**src/rtl/assert_macros.svh**
```systemverilog
// ---------------------------------------------------------------------------
// assert_macros.svh
// Assertion macros shared by the RTL; they compile away under SYNTHESIS.
// ---------------------------------------------------------------------------
`ifndef ASSERT_MACROS_SVH
`define ASSERT_MACROS_SVH

`ifndef SYNTHESIS

// Check an implication-style property on every rising clock edge outside reset.
`define ASSERT_PROP(lbl, clk, rst, prop, msg) \
  lbl: assert property (@(posedge clk) disable iff (rst) prop) else $error(msg);

// Check that a condition never holds outside reset.
`define ASSERT_NEVER(lbl, clk, rst, cond, msg) \
  lbl: assert property (@(posedge clk) disable iff (rst) !(cond)) else $error(msg);

`else

`define ASSERT_PROP(lbl, clk, rst, prop, msg)
`define ASSERT_NEVER(lbl, clk, rst, cond, msg)

`endif

`endif

```
**src/rtl/hdu_pkg.sv**
```systemverilog
// ---------------------------------------------------------------------------
// hdu_pkg
// Types and constants of the half-duplex 8N1 serial port.
// ---------------------------------------------------------------------------
package hdu_pkg;

  // Configuration register indexes
  localparam logic CFG_BIT_TICKS   = 1'b0;
  localparam logic CFG_START_TICKS = 1'b1;

  // Register reset values
  localparam logic [15:0] RST_BIT_TICKS   = 16'd208;
  localparam logic [15:0] RST_START_TICKS = 16'd312;

  // Data bits per frame
  localparam logic [3:0] DATA_BITS = 4'd8;

  // One tick beat, first field in the highest bits
  typedef struct packed {
    logic [7:0] send_data;
    logic       send;
    logic       rx_level;
  } hdu_tick_t;

  // One result beat, first field in the highest bits
  typedef struct packed {
    logic       busy_res;
    logic [7:0] rx_byte;
    logic       rx_valid;
    logic       tx_level;
  } hdu_result_t;

  // Core status toward the top level
  typedef struct packed {
    logic busy;
    logic sending;
  } hdu_status_t;

endpackage

```
**src/rtl/hdu_core.sv**
```systemverilog
// ---------------------------------------------------------------------------
// hdu_core
// Frame state and single-tick step logic for transmit and receive.
// ---------------------------------------------------------------------------
module hdu_core
  import hdu_pkg::*;
(
  input  logic        clk,
  input  logic        rst,
  input  logic        cfg_we,
  input  logic        cfg_index,
  input  logic [15:0] cfg_data,
  input  logic        tick_fire,
  input  hdu_tick_t   tick,
  output hdu_result_t result,
  output hdu_status_t status
);

  logic [15:0] bit_ticks;
  logic [15:0] start_ticks;

  logic        sending;
  logic        active;
  logic [3:0]  bit_count;
  logic [7:0]  shift_reg;
  logic [15:0] tick_count;
  logic        prev_rx;
  logic        line_out;

  logic        sending_next;
  logic        active_next;
  logic [3:0]  bit_count_next;
  logic [7:0]  shift_reg_next;
  logic [15:0] tick_count_next;
  logic        line_out_next;
  logic        valid_next;
  logic [7:0]  byte_next;

  logic [15:0] period_raw;
  logic [15:0] period;
  logic [15:0] tick_inc;

  // Pick the current period; a zero period acts as one tick
  assign period_raw = (!sending && bit_count == 4'd0) ? start_ticks : bit_ticks;
  assign period     = (period_raw == 16'd0) ? 16'd1 : period_raw;
  assign tick_inc   = tick_count + 16'd1;

  // Step the frame by one tick
  always_comb begin
    sending_next    = sending;
    active_next     = active;
    bit_count_next  = bit_count;
    shift_reg_next  = shift_reg;
    tick_count_next = tick_count;
    line_out_next   = line_out;
    valid_next      = 1'b0;
    byte_next       = 8'd0;
    if (tick.send) begin
      shift_reg_next  = tick.send_data;
      bit_count_next  = 4'd0;
      sending_next    = 1'b1;
      active_next     = 1'b1;
      tick_count_next = 16'd0;
      line_out_next   = 1'b0;
    end else if (active) begin
      tick_count_next = tick_inc;
      if (tick_inc >= period) begin
        tick_count_next = 16'd0;
        if (bit_count < DATA_BITS) begin
          if (sending) begin
            line_out_next = shift_reg[bit_count[2:0]];
          end else begin
            shift_reg_next[bit_count[2:0]] = shift_reg[bit_count[2:0]] | tick.rx_level;
          end
          bit_count_next = bit_count + 4'd1;
        end else begin
          if (sending) begin
            line_out_next = 1'b1;
          end else begin
            valid_next = 1'b1;
            byte_next  = shift_reg;
          end
          sending_next   = 1'b0;
          active_next    = 1'b0;
          bit_count_next = 4'd0;
        end
      end
    end else if (prev_rx && !tick.rx_level) begin
      active_next     = 1'b1;
      sending_next    = 1'b0;
      bit_count_next  = 4'd0;
      shift_reg_next  = 8'd0;
      tick_count_next = 16'd0;
    end
  end

  // Hold configuration registers
  always_ff @(posedge clk) begin
    if (rst) begin
      bit_ticks   <= RST_BIT_TICKS;
      start_ticks <= RST_START_TICKS;
    end else if (cfg_we) begin
      case (cfg_index)
        CFG_BIT_TICKS:   bit_ticks   <= cfg_data;
        CFG_START_TICKS: start_ticks <= cfg_data;
        default:         bit_ticks   <= bit_ticks;
      endcase
    end
  end

  // Advance frame state on each accepted tick beat
  always_ff @(posedge clk) begin
    if (rst) begin
      sending    <= 1'b0;
      active     <= 1'b0;
      bit_count  <= 4'd0;
      shift_reg  <= 8'd0;
      tick_count <= 16'd0;
      prev_rx    <= 1'b1;
      line_out   <= 1'b1;
    end else if (tick_fire) begin
      sending    <= sending_next;
      active     <= active_next;
      bit_count  <= bit_count_next;
      shift_reg  <= shift_reg_next;
      tick_count <= tick_count_next;
      prev_rx    <= tick.rx_level;
      line_out   <= line_out_next;
    end
  end

  assign result.tx_level = line_out_next;
  assign result.rx_valid = valid_next;
  assign result.rx_byte  = byte_next;
  assign result.busy_res = active_next;

  assign status.busy    = active;
  assign status.sending = sending;

endmodule

```
**src/rtl/hdu_skid.sv**
```systemverilog
// ---------------------------------------------------------------------------
// hdu_skid
// Output register with a skid stage for the result stream.
// ---------------------------------------------------------------------------
module hdu_skid
  import hdu_pkg::*;
(
  input  logic        clk,
  input  logic        rst,
  input  logic        in_valid,
  output logic        in_ready,
  input  hdu_result_t in_data,
  output logic        out_valid,
  input  logic        out_ready,
  output hdu_result_t out_data
);

  logic        skid_valid;
  hdu_result_t skid_data;

  assign in_ready = !skid_valid;

  // Control: take a beat into the output or the skid stage, drain on ready
  always_ff @(posedge clk) begin
    if (rst) begin
      out_valid  <= 1'b0;
      skid_valid <= 1'b0;
    end else if (in_valid && in_ready) begin
      if (out_valid && !out_ready) begin
        skid_valid <= 1'b1;
      end else begin
        out_valid <= 1'b1;
      end
    end else if (out_ready) begin
      if (skid_valid) begin
        skid_valid <= 1'b0;
      end else begin
        out_valid <= 1'b0;
      end
    end
  end

  // Payload: follow the same moves as the control
  always_ff @(posedge clk) begin
    if (in_valid && in_ready) begin
      if (out_valid && !out_ready) begin
        skid_data <= in_data;
      end else begin
        out_data <= in_data;
      end
    end else if (out_ready && skid_valid) begin
      out_data <= skid_data;
    end
  end

endmodule

```
**src/rtl/half_duplex_uart_8n1.sv**
```systemverilog
// ---------------------------------------------------------------------------
// half_duplex_uart_8n1
// Half-duplex 8N1 serial port stepped by one timer tick per input beat.
// ---------------------------------------------------------------------------
// Each input beat is one prescaled timer tick carrying the sampled receive
// line and an optional send request; each beat yields exactly one result
// beat with the transmit line level, a received-byte strobe with its byte,
// and the busy flag. One beat is taken per clock while the skid stage is
// empty; the step logic updates the frame state in the same cycle a beat
// is accepted, and the result is registered in the output register or the
// skid stage. The user writes bit_ticks and start_ticks via the cfg port
// only while the port is idle, not enforced by the block; a zero acts as 1.
module half_duplex_uart_8n1
  import hdu_pkg::*;
(
  input  logic        clk,
  input  logic        rst,
  // configuration writes
  input  logic        cfg_we,
  input  logic        cfg_index,
  input  logic [15:0] cfg_data,
  // tick stream
  input  logic        s_tvalid,
  output logic        s_tready,
  input  logic [15:0] s_tdata,   // [0] rx_level, [1] send, [9:2] send_data
  // result stream
  output logic        m_tvalid,
  input  logic        m_tready,
  output logic [15:0] m_tdata    // [0] tx_level, [1] rx_valid, [9:2] rx_byte, [10] busy_res
);

`include "assert_macros.svh"

  hdu_tick_t   tick;
  hdu_result_t step_result;
  hdu_result_t out_result;
  hdu_status_t status;
  logic        tick_fire;

  assign tick      = s_tdata[$bits(hdu_tick_t)-1:0];
  assign tick_fire = s_tvalid && s_tready;

  hdu_core u_core (
    .clk       (clk),
    .rst       (rst),
    .cfg_we    (cfg_we),
    .cfg_index (cfg_index),
    .cfg_data  (cfg_data),
    .tick_fire (tick_fire),
    .tick      (tick),
    .result    (step_result),
    .status    (status)
  );

  hdu_skid u_skid (
    .clk       (clk),
    .rst       (rst),
    .in_valid  (s_tvalid),
    .in_ready  (s_tready),
    .in_data   (step_result),
    .out_valid (m_tvalid),
    .out_ready (m_tready),
    .out_data  (out_result)
  );

  assign m_tdata = {{(16 - $bits(hdu_result_t)){1'b0}}, out_result};

  // A completed byte ends the frame, so busy is already low
  `ASSERT_NEVER(a_valid_not_busy, clk, rst, m_tvalid && out_result.rx_valid && out_result.busy_res, "rx byte reported while still busy")

  // The line is high whenever the port is not busy
  `ASSERT_NEVER(a_idle_line_high, clk, rst, m_tvalid && !out_result.busy_res && !out_result.tx_level, "idle line driven low")

  // A send beat starts a transmit frame
  `ASSERT_PROP(a_send_starts, clk, rst, tick_fire && tick.send |=> status.busy && status.sending, "send did not start a frame")

endmodule

```
**config.mk**
```make
export PLATFORM = sky130hd
export DESIGN_NAME = half_duplex_uart_8n1
export DESIGN_NICKNAME = d
export VERILOG_FILES = /design/src/rtl/hdu_pkg.sv /design/src/rtl/hdu_core.sv /design/src/rtl/hdu_skid.sv /design/src/rtl/half_duplex_uart_8n1.sv
export VERILOG_INCLUDE_DIRS = /design/src /design/src/rtl
export SDC_FILE = /design/constraint.sdc
export NUM_CORES = 1
export LEC_CHECK = 0
export ABC_AREA = 0
export BUFFER_PORTS_ARGS = -buffer_cell sky130_fd_sc_hd__buf_2
export CORE_UTILIZATION = 61
export CTS_BUF_LIST = sky130_fd_sc_hd__clkbuf_4 sky130_fd_sc_hd__clkbuf_8
export CTS_CLUSTER_DIAMETER = 80
export DETAILED_ROUTE_END_ITERATION = 6
export GPL_ROUTABILITY_DRIVEN = 0
export PLACE_DENSITY = 0.94
export SLEW_MARGIN = 20
export SYNTH_ARGS = -nofsm -noshare
export SYNTH_HDL_FRONTEND = slang
export SYNTH_SLANG_ARGS = --single-unit
```
**constraint.sdc**
```tcl
create_clock -name clk -period 4.5 [get_ports clk]
set_input_delay 0.45 -clock clk [delete_from_list [all_inputs] [get_ports clk]]
set_output_delay 0.45 -clock clk [all_outputs]
set_load 0.1 [all_outputs]
```
==> impl_metrics.csv <==
group,metric,value,unit
synthesis,ys_seq_elements,88,
sta,fin_skew,0.00896,ns
synthesis,synth_largest_area_cell,"dfxtp_1",
clocking,clk_pin_slew,0.10,ns
grt,grt_pass1_wl,18600,µm
sta,tightestPinTransition,1.01,ns
placed_design,hpwl,7730,µm
synthesis,syn-cell-area,4880,µm²
clocking,clk_path_buf_depth,2,
synthesis,synth_mux_area_frac,0.0540,
floorplanning,rows,32,
layout,drive_above_1_share,0.172,
clocking,htree_levels,3,
layout,area_delta_synth_final,9.73,%
floorplanning,ios,56,
placed_design,portBuffers,44,
detailed_routing,vias_per_cell,6.14,
sta,drv_slew,0,
sta,max-slew-margin-rel,0.326,
clocking,cts_setup_buffers,0,
layout,num_antenna_cells,0,
pwr,combinationalPowerShare,0.186,
sta,setup_tns,0,ns
setup_path,crit_path_end_kind,"register",
synthesis,synth_xor_area_frac,0.0520,
sta,final-hold-violation-count,0,
layout,n_fill_cell,583,
clocking,cts_tree,"built",
setup_path,reg2reg_depth,14,
clocking,cts_buffers,9,
synthesis,yosysUniqueCellTypes,70,
pwr,p_sw,0.585,mW
grt,antenna_found_initial,0,
setup_path,path_class,"reg2reg",
min_path,min_path_type,"in2reg",
synthesis,synth_compound_area_frac,0.145,
floorplanning,core_area,7730,µm²
synthesis,synth_seq_area_share,0.406,
sta,fin_crit,4.27,ns
grt,grt_max_degree,41,
clocking,clock_latency,0.37,ns
detailed_routing,antenna_left,0,
floorplanning,die_x,91.5,µm
detailed_routing,first_pass_iters,5,
setup_path,startpoint_type,"register",
synthesis,synth_edf_count,22,
detailed_routing,wire_per_inst,16.9,µm
floorplanning,die_y,91.5,µm
sta,hold_slack,0.301,ns
setup_path,worst_ep_arrival_time,4.40,ns
pwr,intPower,1.28,mW
layout,reg_top3,"u_core.bit_ticks (16), u_core.start_ticks (16), u_core.tick_count (16)",
synthesis,synth_top_area_frac,0.270,
synthesis,ys_async_sr_fraction,0,
clocking,cts.sinks,88,
pwr,clockPowerShare,0.344,
synthesis,ys_warn_count,0,
pwr,switching_share,0.314,
sta,fin_crit_sh,0.949,
pwr,p_leak,2.12,nW
grt,grtUsageTotal,0.281,
setup_path,reg2reg_slack,0.23,ns
floorplanning,die-area,8370,µm²
setup_path,path_max_fanout,18,
clocking,cts_root_buf,"clkbuf_8",
min_path,worstHoldPathCells,3,
layout,nNetsFinal,632,
detailed_routing,drtIter0Drc,251,
layout,utilization,0.694,
synthesis,synthCells,550,
sta,grt_setup_unrepaired,"false",
sta,fmax,234,MHz
status,status,"completed",
detailed_routing,wl,11500,µm
synthesis,syn_area_per_cell,8.88,µm²
detailed_routing,vias,4190,
run,drv_cap,0,
grt,grt_pass1_vias,4071,
synthesis,synthTopCellsByArea,"dfxtp_1, edfxtp_1, nand2_1",
pwr,seq_power_share,0.470,
pwr,peakVddDrop,0.224,mV
grt,grt_overflow,0,
synthesis,synth_fa_ha_area_frac,0.0487,
clocking,postCtsHoldBufs,0,
setup_path,required,4.63,ns
detailed_routing,drc_errors,0,
synthesis,synth_top_family_by_area,"simple AND/OR/NAND/NOR gates",
synthesis,yosys.area_share.simple,0.243,
synthesis,synth_ff_type,"dfxtp_1",
floorplanning,initial_utilization,0.632,
sta,setup_violations,0,
pwr,p_per_area,348,nW/µm²
## path summary, 6_finish.rpt
kind | from | to
worst max register to register | u_core.bit_count[1] | u_skid.out_data[0]
worst min register to register | u_core.bit_ticks[1] | u_core.bit_ticks[1]
worst min-delay path | cfg_data[6] | u_core.bit_ticks[6]
worst max-delay path | u_core.bit_count[1] | u_skid.out_data[0]
## Yosys cell counts (all sizes together), types with 2 or more instances
| cell | n |
|---|---|
| xor2 | 12 |
| mux2i | 20 |
| xnor2 | 17 |
| a21oi | 42 |
| o211ai | 4 |
| clkbuf | 23 |
| a2111oi | 2 |
| nor4 | 7 |
| o31ai | 6 |
| o21ai | 13 |
| a21o | 2 |
| or2 | 4 |
| a221o | 2 |
| a31oi | 3 |
| a32o | 3 |
| nand3 | 22 |
| o21a | 3 |
| or3 | 3 |
| mux2 | 3 |
| a211o | 6 |
| dfxtp | 66 |
| ha | 19 |
| and3 | 3 |
| and2 | 15 |
| nor2 | 31 |
| inv | 10 |
| edfxtp | 22 |
| nor2b | 5 |
| nand4 | 5 |
| nand2b | 6 |
| nand2 | 121 |
| o311a | 3 |
| buf | 17 |
| nor3 | 6 |
| and4 | 3 |
| a22oi | 5 |
| o32ai | 2 |
## per-stage QoR
| stage | total power, mW | setup WS [ns] | cells | area [µm²] |
|---|---|---|---|---|
| 5_1_grt | 1.93 | 0.00167 | 682 | 5360 |
| 3_5_place_dp | 1.23 | 0.152 | 666 | 5100 |
| 2_1_floorplan | 1.15 | 0.471 | 554 | 4900 |
| 3_3_place_gp | 1.21 | 0.321 | 666 | 5100 |
| 4_1_cts | 1.86 | 0.124 | 682 | 5340 |
| 6_report | 1.86 | 0.230 | 682 | 5360 |
## layout make-up
class | count | area, µm² | share of cell area
multi-input cells | 416 | 2700 | 0.504
flip-flops and latches | 88 | 1980 | 0.370
repair buffers | 50 | 278 | 0.0518
well taps | 102 | 128 | 0.0238
clock buffers | 9 | 124 | 0.0231
clock inverters | 7 | 113 | 0.0210
inverters | 10 | 37.5 | 0.00700
## cells by family (layout without fill, tap and decap cells)
| family | after synthesis | after routing |
|---|---|---|
| flip-flops | 88 | 88 |
| other | 1 | 5 |
| multiplexers | 24 | 24 |
| adder cells (fa/ha/maj) | 19 | 19 |
| AND/OR/NAND/NOR | 235 | 235 |
| buffers and inverters | 50 | 76 |
| AO/OA/AOI/OAI | 104 | 104 |
| XOR/XNOR | 29 | 29 |
## placed cells by master, fill, tap and decap left out, drive strengths merged, types with 7 or more instances in the layout
master and instances:
edfxtp 22, clkbuf 9, nand3 22, nand2 121, dfxtp 66, xnor2 17
nor4 7, a21oi 42, nor2 31, xor2 12, mux2i 20, inv 13
and2 15, buf 50, o21ai 13, ha 19
## worst max-delay path: stages, from the launching register on
cell       delay, ns
dfxtp_1         0.42
inv_1           0.17
ha_1            0.18
nor4b_2         0.32
buf_12          0.23
mux2i_1         0.35
nand4_1         0.14
o31ai_1         0.28
ha_1            0.27
nand2b_1        0.18
a2111oi_4       0.42
o32ai_2         0.16
or2_1           0.34
and2_1          0.23
a311o_1         0.31
## per-layer routing
metal | vias up | part of all wire | global-route usage
li1 | 1974 | - | -
met1 | 1998 | 0.40 | 0.325
met2 | 172 | 0.51 | 0.503
met3 | 46 | 0.050 | 0.0436
met4 | 0 | 0.040 | 0.139
met5 | - | 0 | 0
## repair_timing
action | CTS | global route
hold endpoints to repair | 0 | 0
gates resized for setup | 0 | 2
setup endpoints to repair | 0 | 24
## power groups by stage
stage                     Sequential, mW  Clock, mW  Combinational [mW]
after floorplan                    0.944          0               0.208
after global placement             0.890          0               0.319
after detailed placement           0.893          0               0.333
after CTS                          0.875      0.644               0.337
after global routing               0.880      0.682               0.370
final                              0.876      0.641               0.347
Power figures use the tool's default switching activity.
